### src/design/bapsd_queue.sv
// Short FIFO that decouples the classifying front from the executing back.
// Depends on nothing.
module bapsd_queue #(
  parameter int WIDTH = 8,
  parameter int DEPTH = 2
) (
  input  logic             clk,
  input  logic             rst_n,
  input  logic             push,
  input  logic [WIDTH-1:0] push_data,
  output logic             full,
  input  logic             pop,
  output logic             not_empty,
  output logic [WIDTH-1:0] pop_data
);

  localparam int PTR_W = (DEPTH > 1) ? $clog2(DEPTH) : 1;
  localparam int CNT_W = $clog2(DEPTH + 1);

  logic [WIDTH-1:0] store_r [DEPTH];
  logic [PTR_W-1:0] wr_ptr_r, wr_ptr_nxt;
  logic [PTR_W-1:0] rd_ptr_r, rd_ptr_nxt;
  logic [CNT_W-1:0] count_r, count_nxt;

  assign full      = (count_r == CNT_W'(DEPTH));
  assign not_empty = (count_r != '0);
  assign pop_data  = store_r[rd_ptr_r];

  always_comb begin
    wr_ptr_nxt = wr_ptr_r;
    rd_ptr_nxt = rd_ptr_r;
    count_nxt  = count_r;
    if (push) begin
      wr_ptr_nxt = (wr_ptr_r == PTR_W'(DEPTH - 1)) ? '0 : wr_ptr_r + 1'b1;
    end
    if (pop) begin
      rd_ptr_nxt = (rd_ptr_r == PTR_W'(DEPTH - 1)) ? '0 : rd_ptr_r + 1'b1;
    end
    if (push && !pop) begin
      count_nxt = count_r + 1'b1;
    end else if (pop && !push) begin
      count_nxt = count_r - 1'b1;
    end
  end

  always_ff @(posedge clk) begin
    if (!rst_n) begin
      wr_ptr_r <= '0;
      rd_ptr_r <= '0;
      count_r  <= '0;
    end else begin
      wr_ptr_r <= wr_ptr_nxt;
      rd_ptr_r <= rd_ptr_nxt;
      count_r  <= count_nxt;
    end
  end

  always_ff @(posedge clk) begin
    if (push) begin
      store_r[wr_ptr_r] <= push_data;
    end
  end

endmodule

### config.mk
export PLATFORM = sky130hd
export DESIGN_NAME = bapsd_queue
export DESIGN_NICKNAME = d
export VERILOG_FILES = /design/src/design/bapsd_queue.sv
export SDC_FILE = /design/constraint.sdc
export NUM_CORES = 1
export LEC_CHECK = 0
export BUFFER_PORTS_ARGS = -buffer_cell sky130_fd_sc_hd__buf_2
export CORE_MARGIN = 2
export CORE_UTILIZATION = 45
export DETAILED_ROUTE_END_ITERATION = 16
export PLACE_DENSITY = 0.7
export SYNTH_ARGS = -nofsm -noshare
export SYNTH_HDL_FRONTEND = slang
export SYNTH_SLANG_ARGS = --single-unit
export TNS_END_PERCENT = 10
### constraint.sdc
create_clock -name clk -period 4 [get_ports clk]
set_clock_uncertainty 0.15 [all_clocks]
set_input_delay 0.4 -clock clk [delete_from_list [all_inputs] [get_ports clk]]
set_output_delay 0.4 -clock clk [all_outputs]
set_load 0.02 [all_outputs]
After elaboration in Yosys (flattened, before gate mapping) --
Memories as Yosys holds them, arrays and structs flattened. A register that Yosys moved wholly into a read port is not among the register bits. Index checks and enable logic that the tools add are counted.
Word-level totals: output and inout bits 10, memories kept 1, logic and storage cells 23, input bits 12, flip-flop bits (word level) 4, RAM bits 16
Memory list:
- store_r | words 2, width 8, rd ports 1, clocked after Yosys merged registers in 1, wr ports 1, line 20 | logic [WIDTH-1:0] store_r [DEPTH];
Cells by class: reductions and logical operators 6, eq/ne operators 1, add/subtract/negate cells 4, mux-type cells 8
Operators by type and width (number):
- 1-bit two-way mux | 6
- 2-bit two-way mux | 2
- 2-bit nonzero test | 2
- 1-bit adder, second input constant | 2
- 2-bit by 1-bit adder with 2-bit output, second input constant | 1
- 2-bit equality test, second input constant | 1
- 1-bit logical AND | 2
- 1-bit zero test | 2
- 2-bit by 1-bit subtractor with 2-bit output, second input constant | 1

Depth between registers and ports, before layout --
word-level depth 4, depth in mapped cells 5, mapped depth without buffers 5

Worst setup path after synthesis --
OpenSTA, ideal clock, no wires.
path kind flip-flop to output port, start point reg (tool-made name), end point out pop_data[0], cell stages (with the launch flop) 3, arrival 0.853 ns, slack 2.597 ns, cell sequence dfxtp_1 -> buf_2 -> mux2_2
RTL lines:
- end: declaration | line 14 | output logic [WIDTH-1:0] pop_data

==> reports/results.txt <==
outcome: finished clean
TritonCTS Sinks: 21
slew margin rel.: 0.478
routed wire length: 1.14 mm
Residual DRC: 0
Setup CP Type: reg -> out
most common cell after layout, fill and taps aside: buf_2
Routed Antenna Nets: 0
Synth cell types: 16
Required @ worst endpoint: 3450 ps
First-pass DRT Iterations: 1
Post-layout nets: 85
CTS Root Cell: clkbuf_4
setup TNS: 0 ps
Final Cycle Share: 0.482
CP endpoint kind: output port
RSZ-0062 raised after global routing: false
Setup WS pre-CTS: 2300 ps
synth warn: 0
Post-Layout Cell Count: 88
P_leak: 0.381 nW
HP Start: push_data[2]
placed cells: 84
Reg clk slew, reported paths: 110 ps
Hold-fix buffers, CTS: 0
Ant. Diodes: 0
Final min period: 1930 ps
CP Launch Type: register
GPL Wtd Cong: 0.628
wire length of the first global-routing pass: 1.69 mm
post-cts sizing count: 0
R2R setup slack: 2550 ps
syn nets: 60
CTS Buffer Depth: 2
largest net degree at the start of global routing: 12
Reg2Reg Launch Point: wr_ptr_r
commonest non-fill, non-tap cells in the layout: buf_2, edfxtp_1, mux2_2, dfxtp_1, and2_1
Reg2Reg Depth: 1
number of port buffers: 21
Syn Area/Cell: 17.0 um2
core area: 1690 um2
Worst Hold End: store_r[1][2]
Total GRT Usage: 0.123
die height: 46.1 um
Inserted Clock Buffers: 3
WP data arrival: 1380 ps
P&R area growth vs syn: 18.5%
post-detail-place hpwl: 840 um
H-tree depth: 1
CTS tree: done
gate count of the mapped netlist: 47
Least-Margin Pin Slew: 781 ps
vias: 429
Post-Syn Area: 797 um2
hold crit path type: in -> reg
grt total ovfl: 0
Initial Util: 0.472
endpoints failing hold: 0
Seq cells post-synth: 21
Core Rows: 15
reg2reg end: store_r[0][2]
Power Density: 445 nW/um2
DIE AREA: 2120 um2
Seq/Total Area, Yosys: 0.728
Max Freq: 519 MHz
fin. max-slew vios: 0
die span in x: 46.1 um
average wire per standard cell: 12.9 um
initial antenna violation count: 0
share of cells above drive strength 1: 0.479
Starting DRT DRC Count: 0
clk_lat worst skew: 290 ps
Max IR drop VDD: 0.000244 V
max cap viols: 0
# setup viols final: 0
Vias/cell: 4.88
Post-CTS Setup Inserts: 0
hold depth: 1
crit path max fanout: 8
Filler cells: 159
vias in the first global route: 412
worst setup margin: 2070 ps
IO Count: 22
==> final cells by class <==
| class | count | area, um2 | share of cell area |
|---|---|---|---|
| multi-input combinational | 24 | 208 | 0.220 |
| timing repair buffer | 21 | 105 | 0.111 |
| tap | 17 | 21.3 | 0.0225 |
| inverter | 1 | 3.75 | 0.00397 |
| clock buffer | 4 | 26.3 | 0.0278 |
| sequential | 21 | 581 | 0.615 |
==> power by group <==
group	switching (mW)	total, mW	leakage, nW	internal (mW)
Combinational	0.0339	0.0650	0.174	0.0310
Clock	0.0593	0.0980	0.0150	0.0387
Sequential	0.00825	0.258	0.192	0.250
Total	0.101	0.421	0.381	0.319
==> stage by stage <==
| step | power, mW | hold slack [ps] | instance area [um2] | util |
|---|---|---|---|---|
| floorplan | 0.306 | 311 | 797 | - |
| global placement | 0.327 | 331 | 918 | 0.544 |
| detailed placement | 0.329 | 348 | 918 | 0.544 |
| CTS | 0.425 | 130 | 945 | 0.559 |
| global route | 0.440 | 119 | 945 | 0.559 |
| finish | 0.421 | 139 | 945 | 0.559 |
==> cells by family (layout without fill, tap and decap cells) <==
family | count (synthesis) | in the layout | synth area share
AO/OA/AOI/OAI | 3 | 3 | 0.0251
multiplexers | 8 | 8 | 0.113
AND/OR/NAND/NOR | 9 | 9 | 0.0738
adder cells (fa/ha/maj) | 1 | 1 | 0.0157
XOR/XNOR | 3 | 3 | 0.0330
flip-flops | 21 | 21 | 0.728
buffers and inverters | 2 | 26 | 0.0110
==> routing by layer <==
| metal | global-route usage | vias up | routed length, um |
|---|---|---|---|
| met5 | 0 | - | 0 |
| met4 | 0.103 | 0 | 10 |
| met3 | 0.0353 | 2 | 80 |
| met2 | 0.206 | 13 | 562 |
| met1 | 0.125 | 195 | 485 |
| li1 | - | 219 | - |
==> registers in the layout, summed over array words and instances, names as in the netlist, named ones only <==
name	count
store_r	16
count_r	2
rd_ptr_r	1
wr_ptr_r	1
==> synthesized netlist by cell type <==
master / n / area (um2)
inv_1: 1 / 3.75
edfxtp_1: 16 / 480
and2b_2: 1 / 8.76
mux2_2: 8 / 90.1
o21ai_0: 1 / 5.00
dfxtp_1: 5 / 100
and2_1: 4 / 25.0
o21a_1: 1 / 7.51
ha_1: 1 / 12.5
xnor2_1: 1 / 8.76
or2_2: 1 / 6.26
buf_2: 1 / 5.00
or3_1: 1 / 6.26
a21boi_1: 1 / 7.51
nor2b_1: 2 / 12.5
xor2_1: 2 / 17.5
==> critical path, stage by stage, from the launching register on <==
cell     delay [ps]
dfxtp_1         550
mux2_2          370
buf_2           160
==> worst max path at each step <==
stage                    end  slack (ps)  cells after the start
6_report         pop_data[6]        2070                      2
5_1_grt          pop_data[6]        1980                      2
4_1_cts          pop_data[1]        2040                      2
3_5_place_dp   store_r[0][7]        2300                      2
3_3_place_gp   store_r[0][2]        2370                      2
2_1_floorplan    pop_data[0]        2600                      2
Note: power is estimated with default switching activity, not from simulation.
